===== src/rtl/modexp_pkg.sv =====
package modexp_pkg;

   // Width of the signed base and exponent; the modulus and result are one bit narrower
   localparam int DATA_WIDTH = 32;

   typedef struct packed {
      logic signed [DATA_WIDTH-1:0] base;
      logic signed [DATA_WIDTH-1:0] exponent;
      logic [DATA_WIDTH-2:0]        modulus;
   } req_type;

   typedef struct packed {
      logic [DATA_WIDTH-2:0] power;
      logic                  bad_modulus;
   } rsp_type;

endpackage


===== src/rtl/modular_exponentiation.sv =====
// Sequence: reduce the base modulo the modulus, then per exponent bit a check and a modular
// product each for the multiply (when the bit is set) and the square (always), then finish.
// A zero modulus skips the reduction and the products and goes straight to the finish.
// Throughput: one word at a time, set by the bit-serial shift-and-add modular multiplier.
// A finished word waits in the output register while the next word is taken in.
// Reset: synchronous, active high; clears the sequencer and the output valid.
module modular_exponentiation (
   input  logic                clock,
   input  logic                reset,
   input  logic                req_valid,
   output logic                req_stall,
   input  modexp_pkg::req_type req_data,
   output logic                rsp_valid,
   input  logic                rsp_stall,
   output modexp_pkg::rsp_type rsp_data
);

   localparam int W     = modexp_pkg::DATA_WIDTH;
   localparam int CNT_W = $clog2(W);
   localparam logic [CNT_W-1:0] LAST_RED = CNT_W'(W - 1);
   localparam logic [CNT_W-1:0] LAST_MUL = CNT_W'(W - 2);

   typedef enum logic [6:0] {
      ST_IDLE   = 7'b0000001,
      ST_REDUCE = 7'b0000010,
      ST_FIXUP  = 7'b0000100,
      ST_CHECK  = 7'b0001000,
      ST_MUL    = 7'b0010000,
      ST_SQR    = 7'b0100000,
      ST_DONE   = 7'b1000000
   } state_type;

   // (a + b) mod m for a, b below m
   function automatic logic [W-2:0] add_mod(input logic [W-2:0] a,
                                            input logic [W-2:0] b,
                                            input logic [W-2:0] m);
      logic [W-1:0] s;
      s = {1'b0, a} + {1'b0, b};
      if (s >= {1'b0, m}) s = s - {1'b0, m};
      return s[W-2:0];
   endfunction

   state_type          state_ff, state_in;
   logic               rsp_valid_ff, rsp_valid_in;
   modexp_pkg::rsp_type rsp_data_ff, rsp_data_in;

   logic [W-1:0]       mag_ff, mag_in;
   logic               neg_ff, neg_in;
   logic [W-2:0]       mod_ff, mod_in;
   logic [W-1:0]       exp_ff, exp_in;
   logic [W-2:0]       res_ff, res_in;
   logic [W-2:0]       base_ff, base_in;
   logic               bad_ff, bad_in;
   logic [W-2:0]       acc_ff, acc_in;
   logic [W-2:0]       dbl_ff, dbl_in;
   logic [W-2:0]       mlt_ff, mlt_in;
   logic [CNT_W-1:0]   cnt_ff, cnt_in;

   logic [W-1:0]       red_sum;
   logic [W-2:0]       red_nx;
   logic [W-2:0]       acc_nx;
   logic [W-2:0]       dbl_nx;
   logic               req_take;
   logic               out_free;

   assign req_stall = (state_ff != ST_IDLE);
   assign req_take  = req_valid && !req_stall;
   assign out_free  = !rsp_valid_ff || !rsp_stall;
   assign rsp_valid = rsp_valid_ff;
   assign rsp_data  = rsp_data_ff;

   // One restoring step of the base reduction: shift in the next magnitude bit
   always_comb begin
      red_sum = {acc_ff, mag_ff[W-1]};
      if (red_sum >= {1'b0, mod_ff}) red_sum = red_sum - {1'b0, mod_ff};
      red_nx = red_sum[W-2:0];
   end

   // One step of the shift-and-add product: add on a set multiplier bit, double the operand
   assign acc_nx = mlt_ff[0] ? add_mod(acc_ff, dbl_ff, mod_ff) : acc_ff;
   assign dbl_nx = add_mod(dbl_ff, dbl_ff, mod_ff);

   // Sequence the reduction, the exponent bits and the one or two products per bit
   always_comb begin
      state_in     = state_ff;
      rsp_valid_in = rsp_valid_ff && rsp_stall;
      rsp_data_in  = rsp_data_ff;
      mag_in       = mag_ff;
      neg_in       = neg_ff;
      mod_in       = mod_ff;
      exp_in       = exp_ff;
      res_in       = res_ff;
      base_in      = base_ff;
      bad_in       = bad_ff;
      acc_in       = acc_ff;
      dbl_in       = dbl_ff;
      mlt_in       = mlt_ff;
      cnt_in       = cnt_ff;
      unique case (state_ff)
         ST_IDLE: begin
            if (req_take) begin
               neg_in = req_data.base[W-1];
               mag_in = req_data.base[W-1] ? (~req_data.base + W'(1)) : req_data.base;
               exp_in = req_data.exponent;
               mod_in = req_data.modulus;
               acc_in = '0;
               cnt_in = '0;
               if (req_data.modulus == '0) begin
                  bad_in   = 1'b1;
                  res_in   = '0;
                  state_in = ST_DONE;
               end else begin
                  bad_in   = 1'b0;
                  state_in = ST_REDUCE;
               end
            end
         end
         ST_REDUCE: begin
            acc_in = red_nx;
            mag_in = {mag_ff[W-2:0], 1'b0};
            cnt_in = cnt_ff + CNT_W'(1);
            if (cnt_ff == LAST_RED) state_in = ST_FIXUP;
         end
         ST_FIXUP: begin
            // Lift a negative remainder into range
            base_in = (neg_ff && acc_ff != '0) ? (mod_ff - acc_ff) : acc_ff;
            res_in  = (mod_ff == (W-1)'(1)) ? '0 : (W-1)'(1);
            state_in = exp_ff[W-1] ? ST_DONE : ST_CHECK;
         end
         ST_CHECK: begin
            acc_in = '0;
            cnt_in = '0;
            mlt_in = base_ff;
            if (exp_ff == '0) begin
               state_in = ST_DONE;
            end else if (exp_ff[0]) begin
               dbl_in   = res_ff;
               state_in = ST_MUL;
            end else begin
               dbl_in   = base_ff;
               state_in = ST_SQR;
            end
         end
         ST_MUL: begin
            acc_in = acc_nx;
            dbl_in = dbl_nx;
            mlt_in = mlt_ff >> 1;
            cnt_in = cnt_ff + CNT_W'(1);
            if (cnt_ff == LAST_MUL) begin
               res_in   = acc_nx;
               acc_in   = '0;
               dbl_in   = base_ff;
               mlt_in   = base_ff;
               cnt_in   = '0;
               state_in = ST_SQR;
            end
         end
         ST_SQR: begin
            acc_in = acc_nx;
            dbl_in = dbl_nx;
            mlt_in = mlt_ff >> 1;
            cnt_in = cnt_ff + CNT_W'(1);
            if (cnt_ff == LAST_MUL) begin
               base_in  = acc_nx;
               exp_in   = exp_ff >> 1;
               state_in = ST_CHECK;
            end
         end
         ST_DONE: begin
            // Hold until the output register is free
            if (out_free) begin
               rsp_valid_in            = 1'b1;
               rsp_data_in.power       = res_ff;
               rsp_data_in.bad_modulus = bad_ff;
               state_in                = ST_IDLE;
            end
         end
         default: begin
            state_in = ST_IDLE;
         end
      endcase
   end

   // Control registers
   always_ff @(posedge clock) begin
      if (reset) begin
         state_ff     <= ST_IDLE;
         rsp_valid_ff <= 1'b0;
      end else begin
         state_ff     <= state_in;
         rsp_valid_ff <= rsp_valid_in;
      end
   end

   // Datapath registers
   always_ff @(posedge clock) begin
      rsp_data_ff <= rsp_data_in;
      mag_ff      <= mag_in;
      neg_ff      <= neg_in;
      mod_ff      <= mod_in;
      exp_ff      <= exp_in;
      res_ff      <= res_in;
      base_ff     <= base_in;
      bad_ff      <= bad_in;
      acc_ff      <= acc_in;
      dbl_ff      <= dbl_in;
      mlt_ff      <= mlt_in;
      cnt_ff      <= cnt_in;
   end

endmodule

===== config.mk =====
export PLATFORM = sky130hd
export DESIGN_NAME = modular_exponentiation
export DESIGN_NICKNAME = d
export VERILOG_FILES = /design/src/rtl/modexp_pkg.sv /design/src/rtl/modular_exponentiation.sv
export SDC_FILE = /design/constraint.sdc
export NUM_CORES = 1
export LEC_CHECK = 0
export BUFFER_PORTS_ARGS = -buffer_cell sky130_fd_sc_hd__buf_2
export CAP_MARGIN = 15
export CORE_AREA = 2 2 206 208
export DETAILED_ROUTE_END_ITERATION = 10
export DIE_AREA = 0 0 208 210
export PLACE_DENSITY_LB_ADDON = 0.3
export SETUP_SLACK_MARGIN = 0.5
export SLEW_MARGIN = 5
export SYNTH_ARGS = -nofsm -noshare
export SYNTH_HDL_FRONTEND = slang
export SYNTH_SLANG_ARGS = --single-unit

===== constraint.sdc =====
create_clock -name clock -period 6 [get_ports clock]
set_clock_uncertainty 0.05 [all_clocks]
set_input_delay 1.2 -clock clock [delete_from_list [all_inputs] [get_ports clock]]
set_output_delay 1.2 -clock clock [all_outputs]
set_load 0.1 [all_outputs]

==> metrics.md <==
| Metric | Value |
|---|---|
| CP max FO | `8` |
| H-tree levels | `2` |
| Drt initial violations | `2,285` |
| Max Cap Viol | `0` |
| DP HPWL | `approximately 57 mm` |
| Post-synth top flop | `edfxtp_1` |
| Post-synth EDFFs | `289` |
| Power per cell area | `between 600 and 700 nW/µm²` |
| Static Leakage | `10.3 nW` |
| Share of cells above drive strength 1 | `about 14%` |
| Yosys reg bits | `297` |
| Final net count | `~2,800` |
| Fin cells | `3,138` |
| Synth top area share | `39.3%` |
| DR DRC count | `0` |
| Cell accounting for the most synthesized area | `edfxtp_1` |
| Overflow after GRT | `0` |
| Critical path, cell by cell | `ha_2 -> and2_1 -> nand2_1 -> a211o_4 -> a21boi_2 -> o31a_1 -> nor4_1 -> a311o_1 -> ha_1 -> a21oi_1 -> o21bai_1 -> a221o_1 -> nor3_1 -> a211o_1 -> and2_4 -> buf_4 -> nor2_1 -> a21o_1 -> mux2i_2 -> o22ai_1` |
| Clk Latency, worst-skew pair | `0.58 ns` |
| Worst min path class | `flip-flop to flip-flop` |
| TritonCTS clock tree | `done` |
| Largest net degree at the start of global routing | `72` |
| Buf/Inv on CP | `1` |
| Commonest non-fill, non-tap cell in the layout | `nand2_1` |
| Area of the core | `41,500 µm²` |
| Post-CTS Hold Fix Bufs | `0` |
| Num CTS Buffers | `35` |
| Worst path arrival time | `5.57 ns` |
| Final Cycle Share | `89.0%` |
| Starting Density | `53.3%` |
| Power Total | `16.1 mW` |
| Clk pin slew, worst setup/hold paths | `0.06 ns` |
| Global-route wire length before repair | `110 mm` |
| Syn Area/Cell | `9.15 µm²` |
| CP max stage delay | `about 0.48 ns` |
| Final worst path period need | `5.34 ns` |
| Final hold vios | `0` |
| Crit path kind | `flip-flop to flip-flop` |
| Die X | `208 µm` |
| Slowest CP cell | `edfxtp_1` |
| Unrepaired setup endpoints after global routing | `no` |
| Setup crit start kind | `flip-flop` |
| Port bufs | `around 130` |
| Detailed-route via count | `just over 20,000` |
| TritonRoute pass-1 iters | `6` |
| Die Height | `210 µm` |
| ANT cells | `0` |
| Syn Nets | `2,676` |
| Syn Std Cell Area | `22,100 µm²` |
| Max-slew violations | `0` |
| Status | `finished clean` |
| Final setup fails | `0` |
| CTS Sinks | `approximately 300` |
| Ports | `between 100 and 150` |
| CTS root buf | `clkbuf_16` |
| Synth top area cells | `edfxtp_1 (39%), ha_1 (8.9%), nand2_1 (6.3%)` |
| Seq/Total Area, Yosys | `40.0%` |
| Worst-Margin Slew | `1.16 ns` |
| DR vias/cell | `6.41` |
| Mapped Cells | `2,414` |
| Global Route Usage Sum | `33.1%` |
| Async set-or-reset flop fraction in the synthesized netlist | `0%` |
| Most frequent cells in the layout | `nand2_1 (369), edfxtp_1 (289), a21oi_1 (198)` |
| Synth warn | `0` |
| Clock buffer depth | `3` |
| Row cnt | `75` |
| Final ANT Viol Nets | `0` |
| Layout Area Growth over Synthesis | `14.3%` |
| WL final | `between 70 and 80 mm` |
| Relative slew slack | `21.7%` |
| Wire per inst | `23.7 µm` |
| VDD IR max | `between 200 and 300 µV` |
| Full die area | `43,700 µm²` |
| Achievable Freq | `187 MHz` |
| Fin Setup TNS | `0 ns` |
| Antenna violations before repair | `0` |
| Vias in the first global route | `18,400` |
| Synth unique cells | `88` |
| Worst path top cell family by delay | `compound AO/OA/AOI/OAI gates` |
| Required @ worst endpoint | `6.23 ns` |
| Dpl cells | `3,062` |
| Gpl congestion | `1.06` |
| Post-layout util | `60.9%` |
| Worst setup EP type | `flip-flop` |
==> synthesized netlist by cell type (11+ instances only) <==
master	instances
or3_1	13
inv_1	105
o31ai_1	18
nand4_1	28
a221o_1	26
o22ai_1	22
a211oi_1	27
nand3_1	36
buf_2	11
o21a_1	26
nor2_1	178
nor2b_1	23
a21oi_1	210
a211o_1	13
o211ai_1	15
clkbuf_1	66
a21o_1	65
o21bai_1	16
and3_1	23
ha_1	158
o21ai_0	152
nand2_1	371
a221oi_1	12
and2_1	18
nand2b_1	14
xnor2_1	81
mux2i_1	46
xor2_1	73
a31oi_1	24
edfxtp_1	289
nor4_1	37
nor3_1	42
==> logic make-up (layout without fill, tap and decap cells) <==
kind of cell,after synthesis,count (layout),share of synthesized area (%)
simple gates,827,827,17.3
mux,49,49,2.24
buf+inv,196,381,3.54
xor+xnor,154,154,6.10
compound gates,728,728,21.4
fa+ha+maj,163,163,9.40
flops,297,297,40.0
==> worst register-to-register path: cells and delay by family, from the launching register on <==
family | cells | cell delay [ns]
AOI/OAI and AO/OA | 10 | 2.43
and+or+nand+nor | 6 | 0.87
adders and majority gates | 2 | 0.83
DFF | 1 | 0.48
muxes | 1 | 0.20
buffers and inverters | 1 | 0.18
==> per-layer routing <==
layer	GRT usage, %	vias up	wire length, µm
li1	-	9343	-
met1	48.4	9610	32300
met2	49.3	1049	31700
met3	6.33	116	8040
met4	10.8	0	2410
met5	0	-	0
==> timing repair <==
action                     CTS  global route
cloned                       0             2
setup endpoints to repair   91            93
gates resized for setup      9            51
setup buffers                3            10
pin swaps                    2             8
==> area by class of cell <==
cell class                      instances  area (µm²)
Clock inverter                         23         265
Tap cell                              539         674
Inverter                              107         402
Clock buffer                           37         883
Fill cell                            3572       16200
Timing Repair Buffer                  214        1350
Multi-Input combinational cell       1921       12800
Sequential cell                       297        8840
==> registers in the layout (all words and copies together) (netlist names) <==
name and flops:
mlt_ff 31, mag_ff 32, dbl_ff 31, base_ff 31
state_ff 7, mod_ff 31, acc_ff 31, rsp_data 32
rsp_valid 1, cnt_ff 5, bad_ff 1, neg_ff 1
exp_ff 32, res_ff 31
==> final timing paths <==
check | slack [ns] | to | startpoint | depth (start not counted)
setup / recovery | 0.66 | acc_ff[28] | dbl_ff[10] | 20
hold / removal | 0.41 | rsp_data[0] | bad_ff | 0
setup reg to reg | 0.66 | acc_ff[28] | dbl_ff[10] | 20
hold reg to reg | 0.41 | rsp_data[0] | bad_ff | 0
==> through the flow <==
| stage | area [µm²] | hold slack, ns | setup WS, ns |
|---|---|---|---|
| final | 25300 | 0.410 | 0.662 |
| after global routing | 25300 | 0.417 | 0.493 |
| after CTS | 24900 | 0.406 | 0.486 |
| after detailed placement | 23700 | 0.392 | 0.212 |
| after global placement | 23700 | 0.387 | 0.175 |
| after floorplan | 22100 | 0.350 | 0.869 |
==> where the power goes <==
part / switching (mW) / internal (mW) / leakage [nW]
Sequential: 0.396 / 3.00 / 2.78
Combinational: 6.49 / 4.02 / 7.00
Clock: 0.922 / 1.26 / 0.553
Total: 7.81 / 8.28 / 10.3
(Power assumes the default switching activity.)
